$ cat config.mk
export PLATFORM = sky130hd
export DESIGN_NAME = cjt_div
export DESIGN_NICKNAME = d
export VERILOG_FILES = /design/src/hw/rtl/cjt_pkg.sv /design/src/hw/rtl/cjt_div.sv
export SDC_FILE = /design/constraint.sdc
export NUM_CORES = 1
export LEC_CHECK = 0
export BUFFER_PORTS_ARGS = -buffer_cell sky130_fd_sc_hd__buf_2
export CAP_MARGIN = 20
export CELL_PAD_IN_SITES_DETAIL_PLACEMENT = 0
export CELL_PAD_IN_SITES_GLOBAL_PLACEMENT = 1
export CORE_MARGIN = 4
export CORE_UTILIZATION = 44
export DETAILED_ROUTE_END_ITERATION = 16
export PLACE_DENSITY = 0.81
export SLEW_MARGIN = 10
export SYNTH_ARGS = -nofsm -noshare
export SYNTH_HDL_FRONTEND = slang
export SYNTH_SLANG_ARGS = --single-unit
$ cat constraint.sdc
create_clock -name clk -period 6.85 [get_ports clk]
set_clock_uncertainty 0.05 [all_clocks]
set_input_delay 0.685 -clock clk [delete_from_list [all_inputs] [get_ports clk]]
set_output_delay 0.685 -clock clk [all_outputs]
set_load 0.1 [all_outputs]
$ cat src/hw/rtl/cjt_pkg.sv
// Package with shared widths and defaults of the cubic joint trajectory block.
`default_nettype none
package cjt_pkg;
  localparam int JointsDefault = 6;
  localparam int DataW = 32;
  localparam int JointFieldW = 3;
  localparam int DivNumW = 67;
  localparam int DivDenW = 33;
  localparam logic [DataW-1:0] Sat32 = '1;
endpackage
`default_nettype wire

$ cat src/hw/rtl/cjt_div.sv
// Restoring radix-2 divider, one quotient bit per cycle.
`default_nettype none
module cjt_div #(
  parameter int NW = cjt_pkg::DivNumW,
  parameter int DW = cjt_pkg::DivDenW
) (
  input  wire logic          clk,
  input  wire logic          rst,
  input  wire logic          start,
  input  wire logic [NW-1:0] num,
  input  wire logic [DW-1:0] den,
  output logic               done,
  output logic [NW-1:0]      quo
);
  localparam int CW = $clog2(NW + 1);
  localparam logic [CW-1:0] LastCnt = CW'(NW - 1);

  logic [DW-1:0] rem;
  logic [DW-1:0] den_r;
  logic [CW-1:0] cnt;
  logic          run;
  logic [DW:0]   trial;
  logic          fits;

  assign trial = {rem, quo[NW-1]};
  assign fits  = trial >= {1'b0, den_r};

  always_ff @(posedge clk) begin
    if (rst) begin
      run  <= 1'b0;
      done <= 1'b0;
      cnt  <= '0;
    end else begin
      done <= 1'b0;
      if (start) begin
        run   <= 1'b1;
        cnt   <= '0;
        quo   <= num;
        rem   <= '0;
        den_r <= den;
      end else if (run) begin
        if (fits) begin
          rem <= DW'(trial - {1'b0, den_r});
        end else begin
          rem <= trial[DW-1:0];
        end
        quo <= {quo[NW-2:0], fits};
        cnt <= cnt + 1'b1;
        if (cnt == LastCnt) begin
          run  <= 1'b0;
          done <= 1'b1;
        end
      end
    end
  end
endmodule
`default_nettype wire
==> results.md, run 1 <==
- Cell internal pwr: 1.89 mW
- Power Dens Cells: 295 mW/mm^2
- Synth Net Count: 790
- CTS tree: yes
- Run status: finished clean
- Post-CTS setup buffer count: 0
- Clk pwr share: 0.364
- Final setup TNS: 0 ns
- Top cell family by delay on the critical path: compound AO/OA/AOI/OAI gates
- Core area: 0.0174 mm^2
- DP HPWL: 13.7 mm
- Full die area: 0.0200 mm^2
- Wire length per cell: 17.9 um
- Overflow after GRT: 0
- Buf/Inv on CP: 3
- Post-synthesis sequential area ratio: 0.534
- Crit share post-route: 0.512
- RSZ-0062 raised after global routing: false
- Worst slew pin tran: 0.770 ns
- Area growth syn-to-layout: 21.2%
- Gate power share: 0.256
- Die width: 141 um
- Die Ht: 141 um
- Peak Freq: 0.285 GHz
- Synthesized flop and latch total: 142
- H-tree depth: 4
- Crit-path cells: inv_1 > ha_1 > inv_1 > fa_1 > a21o_1 > a221o_1 > a21oi_4 > a21oi_4 > a31oi_4 > o21ai_2 > buf_4 > mux2_2
- Peak supply drop: 0.184 mV
- Fin nets: 951
- Crit Path Category: reg -> reg
- Initial DRT Pass Iterations: 4
- CTS root buf: clkbuf_16
- Hold buffers post-CTS: 0
- Antenna viol nets, final: 0
- Post-synth top flop: edfxtp_1
- Starting Density: 0.451
- CP max-delay cell: edfxtp_1
- Switching Power: 909 uW
- Worst endpoint required time: 6.97 ns
- Number of remaining DRC errors: 0
- Crit-path max FO: 17
- Vias: 5,692
- Post-synth EDFFs: 133
- Seq pwr share: 0.381
- Final setup fails: 0
- Slew headroom: 0.487
- IO buf count: 170
- Number of core rows: 48
- Synth Area per Inst: 12.0 um^2
- Pin count of the biggest net entering global routing: 61
- Clock buffer depth: 2
- Pleak: 3.88 nW
- Share of cells above drive strength 1: 0.367
- Crit path time final: 3.51 ns
- Post-cts sizing count: 0
- Vias in the first global route: 6,025
- Slew Limit Fails: 0
- Synth async-reset ratio: 0
- Post-Syn Area: 0.00782 mm^2
- Max cap viols: 0
- Antenna violations before repair: 3
- Setup crit end kind: flop
- First-pass GRT wire length: 30.5 mm
- Total power: 2.80 mW
- Worst Path Arrival: 3.63 ns
- Final hold vios: 0
- GP Congestion: 0.892
- Clk sinks: 142
- Synth warn: 0
- Hold Crit Class: in -> reg
- CTS clock-pin slew for the worst setup and hold paths: 0.06 ns
- # IOs: 171
- TritonCTS Buffers: 17
- Synth cell types: 68
- Total GRT Usage: 0.191
- Startpoint Class: flop
- Clock insertion delay at the later pin of the skew report: 0.42 ns
- CP max stage delay: 0.41 ns
- Sw Ratio: 0.325
- First DRT Iteration DRCs: 398
- Via density: 5.42
- Routed WL: 18.8 mm
- Syn Inst Count: 651
synthesized netlist by cell type, drive strengths merged (2+ instances only):
master   instances  area (um^2)
a2111oi          5         82.6
a211o            2         17.5
a211oi          13          128
a21boi           2         15.0
a21o            20          150
a21oi           58          320
a221o            2         20.0
a221oi           5         50.0
a32oi            2         17.5
and3             4         25.0
buf             18          110
clkbuf          15         58.8
dfxtp            9          180
edfxtp         133         3990
ha              35          438
inv             40          150
mux2            67          754
nand2           59          221
nand2b           4         25.0
nand3            8         45.0
nand3b           2         15.0
nand4            9         56.3
nand4b           2         17.5
nor2            36          138
nor2b            2         12.5
nor3             7         35.0
o211ai           3         22.5
o21a             6         52.6
o21ai           25          136
o21bai           3         22.5
o31a             3         26.3
o31ai            2         15.0
or2              2         12.5
or3              4         30.0
or3b             4         35.0
xnor2           17          149
xor2             7         61.3
through the flow:
stage	hold WS, ns	setup slack (ns)	std cells	util	instance area, um^2
after floorplan	0.403	0.508	651	-	7820
after global placement	0.421	3.41	1018	0.509	8830
after detailed placement	0.436	3.34	1018	0.509	8830
after CTS	0.368	3.33	1050	0.546	9480
after global routing	0.372	3.14	1050	0.546	9480
final	0.386	3.34	1051	0.546	9480
cells by family (layout without fill, tap and decap cells):
group | after synthesis | in the layout | share of synthesized area
compound gates | 159 | 159 | 0.151
simple gates | 149 | 149 | 0.0917
flops | 142 | 142 | 0.534
buf+inv | 73 | 247 | 0.0408
mux | 68 | 68 | 0.0977
fa+ha+maj | 36 | 36 | 0.0586
xor+xnor | 24 | 24 | 0.0269
other cells | 0 | 1 | 0
final cells by class:
type,instances,area (um^2)
Fill cell,1490,7870
Sequential cell,142,4170
Multi-Input combinational cell,436,3340
Timing Repair Buffer,175,891
Clock buffer,17,425
Tap cell,225,282
Clock inverter,15,220
Inverter,40,150
Antenna cell,1,2.50
cells in the final DEF, fill, tap and decap left out, types with 9 or more instances in the layout:
cell type | Yosys | routed
nor2_1 | 35 | 33
o21ai_0 | 19 | 19
mux2_2 | 67 | 67
nand4_1 | 9 | 9
dfxtp_1 | 9 | 9
edfxtp_1 | 133 | 133
buf_2 | 10 | 169
xnor2_1 | 17 | 17
clkbuf_16 | 0 | 17
a21oi_1 | 54 | 54
ha_1 | 35 | 35
inv_1 | 40 | 40
nand2_1 | 59 | 59
a21o_1 | 20 | 20
metal layers:
metal  track usage  wire (um)  vias up
li1              -          -     2759
met1         0.230       7870     2700
met2         0.322       9070      201
met3        0.0738       1530       26
met4        0.0479        271        6
met5             0         41        -
power groups by stage:
| stage | clock, mW | combinational [mW] | sequential (mW) |
|---|---|---|---|
| 2_1_floorplan | 0 | 0.394 | 1.26 |
| 5_1_grt | 1.07 | 0.774 | 1.07 |
| 3_5_place_dp | 0 | 0.712 | 1.08 |
| 6_report | 1.02 | 0.716 | 1.06 |
| 3_3_place_gp | 0 | 0.702 | 1.08 |
| 4_1_cts | 1.03 | 0.715 | 1.07 |
worst reg2reg max path: stages (launching register included):
cell and delay (ns):
edfxtp_1 0.41, inv_1 0.08, ha_1 0.16, inv_1 0.06
fa_1 0.40, a21o_1 0.23, a221o_1 0.34, a21oi_4 0.22
a21oi_4 0.11, a31oi_4 0.34, o21ai_2 0.27, buf_4 0.31
mux2_2 0.29
final timing paths:
kind / startpoint / end / slack [ns] / cells after the start
hold reg to reg: cnt[6] / cnt[6] / 0.45 / 2
hold / removal: den[25] / den_r[25] / 0.39 / 1
setup / recovery: quo[66] / quo[0] / 3.34 / 12
setup reg to reg: quo[66] / quo[0] / 3.34 / 12
sequential cells by signal (all words and copies together) (netlist names):
register / count
done: 1
run: 1
quo: 67
rem: 33
den_r: 33
cnt: 7
No activity file was read; power rests on OpenSTA's default activity.
==> run 2: changes to the inputs <==
--- a/config.mk
+++ b/config.mk
@@ -5,14 +5,15 @@
 export SDC_FILE = /design/constraint.sdc
 export NUM_CORES = 1
 export LEC_CHECK = 0
+export ABC_AREA = 1
 export BUFFER_PORTS_ARGS = -buffer_cell sky130_fd_sc_hd__buf_2
 export CAP_MARGIN = 20
 export CELL_PAD_IN_SITES_DETAIL_PLACEMENT = 0
 export CELL_PAD_IN_SITES_GLOBAL_PLACEMENT = 1
 export CORE_MARGIN = 4
-export CORE_UTILIZATION = 44
+export CORE_UTILIZATION = 37
 export DETAILED_ROUTE_END_ITERATION = 16
-export PLACE_DENSITY = 0.81
+export PLACE_DENSITY = 0.77
 export SLEW_MARGIN = 10
 export SYNTH_ARGS = -nofsm -noshare
 export SYNTH_HDL_FRONTEND = slang
==> constraint.sdc (replaced) <==
create_clock -name clk -period 3.03 [get_ports clk]
set_clock_uncertainty 0.05 [all_clocks]
set_input_delay 0.303 -clock clk [delete_from_list [all_inputs] [get_ports clk]]
set_output_delay 0.303 -clock clk [all_outputs]
set_load 0.1 [all_outputs]
==> run 2 against run 1 <==
Global-route usage decreased by 0.39 points. Sequential share of layout area fell by 4.1 points. Cell area is 10% higher. First-iteration DRC count grew 7.5%. Clock power grew 110%.
==> results.md, run 2 <==
- Ranking of synthesized cells by area: edfxtp_1 (48%), nand2_1 (19%), inv_1 (6.4%) (was edfxtp_1 (51%), mux2_2 (9.6%), ha_1 (5.6%))
- Top cell family by delay on the critical path: simple AND/OR/NAND/NOR gates (was compound AO/OA/AOI/OAI gates)
- Slew Limit Fails: 0 (unchanged)
- DP Area: 0.00954 mm^2 (was 0.00883 mm^2)
- Max cap viols: 0 (unchanged)
- Final hold vios: 0 (unchanged)
- Hold Crit Class: in -> reg (unchanged)
- Post-Syn Area: 0.00836 mm^2 (was 0.00782 mm^2)
- Overflow after GRT: 0 (unchanged)
- First DRT Iteration DRCs: 428 (was 398)
- Synth area leader: edfxtp_1 (unchanged)
- Pleak: 5.22 nW (was 3.88 nW)
- Clock buffer depth: 2 (unchanged)
- Pin count of the biggest net entering global routing: 72 (was 61)
- Worst hold-check slack: 0.0193 ns (was 0.386 ns)
- Vias in the first global route: 7,191 (was 6,025)
- Area of the multi-input gates: 0.00351 mm^2 (was 0.00334 mm^2)
- Core area: 0.0220 mm^2 (was 0.0174 mm^2)
- Synth Net Count: 1,193 (was 790)
- Crit Path Category: reg -> reg (unchanged)
- Synth Area per Inst: 7.93 um^2 (was 12.0 um^2)
- Share of cells above drive strength 1: 0.193 (was 0.367)
- Crit path time final: 2.64 ns (was 3.51 ns)
- Synthesized flop and latch total: 142 (unchanged)
- Synth async-reset ratio: 0 (unchanged)
- TritonCTS Buffers: 17 (unchanged)
- Post-synthesis sequential area ratio: 0.499 (was 0.534)
- Routed WL: 23.1 mm (was 18.8 mm)
- Crit share post-route: 0.870 (was 0.512)
- Initial DRT Pass Iterations: 5 (was 4)
- Hold buffers post-CTS: 32 (was 0)
- Slew headroom: 0.519 (was 0.487)
- Number of core rows: 54 (was 48)
- Largest regs: quo x67, den_r x33, rem x33 (unchanged)
- Setup crit start: quo[66] (unchanged)
- Buf/Inv on CP: 3 (unchanged)
- Sw Ratio: 0.392 (was 0.325)
- Starting Density: 0.380 (was 0.451)
- CTS tree: yes (unchanged)
- GP Congestion: 0.935 (was 0.892)
- Fillers: 2,256 (was 1,490)
- Setup crit end kind: flop (unchanged)
- Count leader, synth: nand2_1 (was edfxtp_1)
- Vias: 7,214 (was 5,692)
- H-tree depth: 4 (unchanged)
- Largest register FFs: 67 (unchanged)
- Via density: 4.64 (was 5.42)
- Gate power share: 0.317 (was 0.256)
- Post-route cell area: 0.0105 mm^2 (was 0.00948 mm^2)
- Final setup TNS: 0 ns (unchanged)
- Cells after DPL: 1,488 (was 1,018)
- Clock insertion delay at the later pin of the skew report: 0.43 ns (was 0.42 ns)
- First-pass GRT wire length: 36.9 mm (was 30.5 mm)
- Worst Min Path Start: den[31] (was den[25])
- Final setup fails: 0 (unchanged)
- Syn Inst Count: 1,054 (was 651)
- CP max-delay cell: fa_1 (was edfxtp_1)
- CTS clock-pin slew for the worst setup and hold paths: 0.06 ns (about the same)
- Most frequent cells after synthesis: nand2_1 (417), inv_1 (143), edfxtp_1 (133), nor2_1 (120), ha_1 (35) (was edfxtp_1 (133), mux2_2 (67), nand2_1 (59), a21oi_1 (54), inv_1 (40))
- Clk pwr share: 0.314 (was 0.364)
- IO buf count: 170 (unchanged)
- CTS root buf: clkbuf_16 (unchanged)
- Clk sinks: 142 (unchanged)
- Peak Freq: 0.379 GHz (was 0.285 GHz)
- RSZ-0062 raised after global routing: false (unchanged)
- Non-Filler Instances: 1,554 (was 1,051)
- Antenna viol nets, final: 0 (unchanged)
- Fin nets: 1,398 (was 951)
- Worst slew pin tran: 0.722 ns (was 0.770 ns)
- Startpoint Class: flop (unchanged)
- Switching Power: 2.64 mW (was 909 uW)
- Die width: 158 um (was 141 um)
- Full die area: 0.0251 mm^2 (was 0.0200 mm^2)
- Most frequent cells in the layout: nand2_1 (417), buf_2 (170), inv_1 (142) (was buf_2 (169), edfxtp_1 (133), mux2_2 (67))
- Number of remaining DRC errors: 0 (unchanged)
- Commonest non-fill, non-tap cell in the layout: nand2_1 (was buf_2)
- Post-synth top flop: edfxtp_1 (unchanged)
- Post-cts sizing count: 0 (unchanged)
- Power Dens Cells: 644 mW/mm^2 (was 295 mW/mm^2)
- Post-synth EDFFs: 133 (unchanged)
- Antenna violations before repair: 2 (was 3)
- Synth cell types: 39 (was 68)
- Total GRT Usage: 0.187 (was 0.191)
- Area growth syn-to-layout: 25.0% (was 21.2%)
- DP HPWL: 17.3 mm (was 13.7 mm)
- Reg-to-Reg Start: quo[66] (unchanged)
- Crit-path cells: inv_1 > ha_1 > inv_1 > fa_1 > nand3_1 > nand3_2 > nand2_1 > nand2_2 > nand2_2 > nand2_4 > inv_2 > nor2_1 > nor2_1 (was inv_1 > ha_1 > inv_1 > fa_1 > a21o_1 > a221o_1 > a21oi_4 > a21oi_4 > a31oi_4 > o21ai_2 > buf_4 > mux2_2)
- Worst endpoint required time: 3.25 ns (was 6.97 ns)
- Wire length per cell: 14.9 um (was 17.9 um)
- Total power: 6.73 mW (was 2.80 mW)
- Post-CTS setup buffer count: 0 (unchanged)
- Post-synth top area share: 0.478 (was 0.511)
- Register area: 0.00417 mm^2 (unchanged)
- # IOs: 171 (unchanged)
- Most flop-heavy register: quo (unchanged)
- Run status: finished clean (unchanged)
- Die Ht: 158 um (was 141 um)
- Cell internal pwr: 4.09 mW (was 1.89 mW)
- CP max stage delay: 0.44 ns (was 0.41 ns)
- Synth warn: 0 (unchanged)
- Peak supply drop: 0.357 mV (was 0.184 mV)
- Crit-path max FO: 23 (was 17)
- Worst Path Arrival: 2.86 ns (was 3.63 ns)
- Seq pwr share: 0.369 (was 0.381)
run 2: final timing paths:
path	to	cells past startpoint	slack, ns
worst min register to register	cnt[6]	1	0.41
worst max-delay path	rem[18]	13	0.39
worst max register to register	rem[18]	13	0.39
worst min-delay path	den_r[31]	1	0.02
run 2: metrics by stage:
step | setup WS, ns | utilization
2_1_floorplan | 0.0283 | -
3_3_place_gp | 0.430 | 0.433
3_5_place_dp | 0.386 | 0.433
4_1_cts | 0.368 | 0.474
5_1_grt | 0.193 | 0.474
6_report | 0.392 | 0.474
run 2: area by class of cell:
type | instances | area share
tap | 280 | 0.0335
antenna | 2 | 0.000479
inverter | 146 | 0.0524
clock buffer | 18 | 0.0420
multi-input combinational | 741 | 0.336
clock inverter | 14 | 0.0139
sequential | 142 | 0.399
timing repair buffer | 211 | 0.122
run 2: kinds of logic (layout without fill, tap and decap cells):
| logic type | Yosys count | count (layout) | synth area share |
|---|---|---|---|
| flops | 142 | 142 | 0.499 |
| buf+inv | 171 | 389 | 0.0828 |
| simple gates | 611 | 611 | 0.295 |
| fa+ha+maj | 36 | 36 | 0.0548 |
| xor+xnor | 16 | 16 | 0.0168 |
| compound gates | 78 | 78 | 0.0512 |
| other cells | 0 | 2 | 0 |
run 2: power groups by stage:
stage | combinational (mW) | clock (mW) | sequential (mW)
floorplan | 1.11 | 0 | 3.06
global placement | 2.10 | 0 | 2.52
detailed placement | 2.11 | 0 | 2.52
CTS | 2.15 | 2.15 | 2.49
global route | 2.37 | 2.25 | 2.50
finish | 2.13 | 2.12 | 2.48
run 2: routing by layer:
metal  up-vias  GRT usage  part of all wire
met1      3255      0.240              0.45
li1       3749          -                 -
met3        24     0.0690             0.078
met4         4     0.0455             0.014
met5         -          0           0.00091
met2       182      0.302              0.46
==> run 3: changes to the inputs <==
--- a/config.mk
+++ b/config.mk
@@ -11,10 +11,10 @@
 export CELL_PAD_IN_SITES_DETAIL_PLACEMENT = 0
 export CELL_PAD_IN_SITES_GLOBAL_PLACEMENT = 1
 export CORE_MARGIN = 4
-export CORE_UTILIZATION = 37
+export CORE_UTILIZATION = 41
 export DETAILED_ROUTE_END_ITERATION = 16
-export PLACE_DENSITY = 0.77
-export SLEW_MARGIN = 10
+export PLACE_DENSITY = 0.81
+export SKIP_CTS_REPAIR_TIMING = 1
 export SYNTH_ARGS = -nofsm -noshare
 export SYNTH_HDL_FRONTEND = slang
 export SYNTH_SLANG_ARGS = --single-unit
==> constraint.sdc (replaced) <==
create_clock -name clk -period 2.71 [get_ports clk]
set_clock_uncertainty 0.05 [all_clocks]
set_input_delay 0.271 -clock clk [delete_from_list [all_inputs] [get_ports clk]]
set_output_delay 0.271 -clock clk [all_outputs]
set_load 0.1 [all_outputs]
==> run 3 against run 2 <==
Largest cell class unchanged. Critical path type unchanged. Hold slack better by 0.034 ns. Highest routed layer unchanged. Sequential share of layout area is essentially flat. Power up 12%. Critical endpoint is now rem[5].
==> results.md, run 3 (same netlist as run 2, synthesis figures left out) <==
- Initial DRT Pass Iterations: 4 (was 5)
- Area of the multi-input gates: 0.00351 mm^2 (unchanged)
- Largest regs: quo x67, den_r x33, rem x33 (unchanged)
- Peak supply drop: 0.399 mV (was 0.357 mV)
- Full die area: 0.0227 mm^2 (was 0.0251 mm^2)
- Die Ht: 151 um (was 158 um)
- Slew Limit Fails: 0 (unchanged)
- Vias: 7,200 (was 7,214)
- Pin count of the biggest net entering global routing: 72 (unchanged)
- Worst Min Path Start: num[55] (was den[31])
- Largest register FFs: 67 (unchanged)
- Reg2reg path depth: 13 (unchanged)
- Power Dens Cells: 721 mW/mm^2 (was 644 mW/mm^2)
- Final setup TNS: 0 ns (unchanged)
- Slew headroom: 0.517 (was 0.519)
- Final hold vios: 0 (unchanged)
- Worst slew pin tran: 0.724 ns (was 0.722 ns)
- Number of remaining DRC errors: 0 (unchanged)
- IO buf count: 170 (unchanged)
- Most frequent cells in the layout: nand2_1 (417), buf_2 (170), inv_1 (142) (unchanged)
- Via density: 4.68 (was 4.64)
- Worst Path Arrival: 2.61 ns (was 2.86 ns)
- Worst endpoint required time: 2.84 ns (was 3.25 ns)
- R2r endpoint: rem[5] (was rem[18])
- Pleak: 5.23 nW (was 5.22 nW)
- GP Congestion: 0.940 (was 0.935)
- Number of core rows: 51 (was 54)
- FF-to-FF setup slack: 0.23 ns (was 0.39 ns)
- ANT cells: 0 (was 2)
- Clock insertion delay at the later pin of the skew report: 0.43 ns (about the same)
- Fin nets: 1,400 (was 1,398)
- Max cap viols: 0 (unchanged)
- Area growth syn-to-layout: 25.2% (was 25.0%)
- Crit Path Category: reg -> reg (unchanged)
- Hold EP: quo[55] (was den_r[31])
- H-tree depth: 4 (unchanged)
- First DRT Iteration DRCs: 373 (was 428)
- Post-route cell area: 0.0105 mm^2 (about the same)
- Hold Path Depth: 3 (was 1)
- Register area: 0.00417 mm^2 (unchanged)
- Antenna viol nets, final: 0 (unchanged)
- TritonCTS Buffers: 17 (unchanged)
- Antenna violations before repair: 1 (was 2)
- Fillers: 1,925 (was 2,256)
- RSZ-0062 raised after global routing: false (unchanged)
- CTS root buf: clkbuf_16 (unchanged)
- Routed WL: 22.5 mm (was 23.1 mm)
- # IOs: 171 (unchanged)
- Core Util, Final: 0.529 (was 0.474)
- Share of cells above drive strength 1: 0.193 (about the same)
- Total GRT Usage: 0.203 (was 0.187)
- Most flop-heavy register: quo (unchanged)
- Wire length per cell: 14.6 um (was 14.9 um)
- Startpoint Class: flop (unchanged)
- Crit-path max FO: 11 (was 23)
- Clk sinks: 142 (unchanged)
- Final setup fails: 0 (unchanged)
- CTS clock-pin slew for the worst setup and hold paths: 0.07 ns (was 0.06 ns)
- DP HPWL: 17.0 mm (was 17.3 mm)
- CTS tree: yes (unchanged)
- Clock buffer depth: 2 (unchanged)
- Crit path time final: 2.48 ns (was 2.64 ns)
- Starting Density: 0.423 (was 0.380)
- DP Area: 0.00956 mm^2 (was 0.00954 mm^2)
- Peak Freq: 0.403 GHz (was 0.379 GHz)
- Setup crit end kind: flop (unchanged)
- Hold Crit Class: in -> reg (unchanged)
- Die width: 151 um (was 158 um)
- First-pass GRT wire length: 36.0 mm (was 36.9 mm)
- Run status: finished clean (unchanged)
- Reg-to-Reg Start: rem[16] (was quo[66])
- Crit share post-route: 0.916 (was 0.870)
- Core area: 0.0198 mm^2 (was 0.0220 mm^2)
- Vias in the first global route: 7,028 (was 7,191)
- Commonest non-fill, non-tap cell in the layout: nand2_1 (unchanged)
- Overflow after GRT: 0 (unchanged)
## run 3: cell types whose count changed in the layout (fill, tap and decap cells not counted)
cell,change
buf_12,+2
buf_4,-1
bufinv_16,+1
clkbuf_1,+1
clkbuf_8,-1
clkinv_4,-3
clkinv_8,-2
clkinvlp_4,+2
diode_2,-2
dlygate4sd3_1,+1
inv_2,-1
inv_4,+1
inv_6,+3
inv_8,-1
## run 3: per-layer routing
layer | global-route usage | share of wire | vias to the layer above
met5 | 0 | 0.00058 | -
met4 | 0.0376 | 0.0088 | 2
met3 | 0.0790 | 0.086 | 16
met2 | 0.324 | 0.46 | 220
met1 | 0.265 | 0.45 | 3210
li1 | - | - | 3752
## run 3: power by group
part	switching [mW]	internal [mW]
logic	1.73	0.682
clock network	1.05	1.30
registers	0.109	2.67
## run 3: worst max-delay path, cell delays in order, from the launching register on
cell,delay [ns]
edfxtp_1,0.46
ha_1,0.44
nand2_2,0.11
nor2_2,0.17
inv_2,0.06
nor2_1,0.13
nand2_1,0.08
nand2_2,0.07
nand2_2,0.07
nand2_4,0.18
inv_2,0.07
buf_4,0.18
nor2_1,0.11
nor2_1,0.05
## run 3: worst max path at each step
stage,start,to,slack [ns],cells past startpoint
3_3_place_gp,rem[24],rem[8],0.24,12
2_1_floorplan,start,quo[0],-0.09,5
6_report,rem[16],rem[5],0.23,13
3_5_place_dp,rem[22],rem[10],0.23,14
5_1_grt,rem[22],rem[13],0.005,14
4_1_cts,rem[22],rem[10],0.21,14
## run 3: layout make-up
class | instances | share of cell area
sequential | 142 | 0.399
multi-input combinational | 741 | 0.336
timing repair buffer | 213 | 0.126
inverter | 146 | 0.0526
clock buffer | 18 | 0.0410
tap | 265 | 0.0317
clock inverter | 14 | 0.0140
## run 3: metrics by stage
step / std cells / hold WS [ns] / worst slack, ns / total power, mW
finish: 1539 / 0.0533 / 0.227 / 7.54
global route: 1539 / 0.0458 / 0.00456 / 7.98
detailed placement: 1474 / 0.383 / 0.232 / 5.21
CTS: 1506 / -0.0533 / 0.214 / 7.57
global placement: 1474 / 0.387 / 0.236 / 5.20
floorplan: 1054 / 0.300 / -0.0949 / 4.67
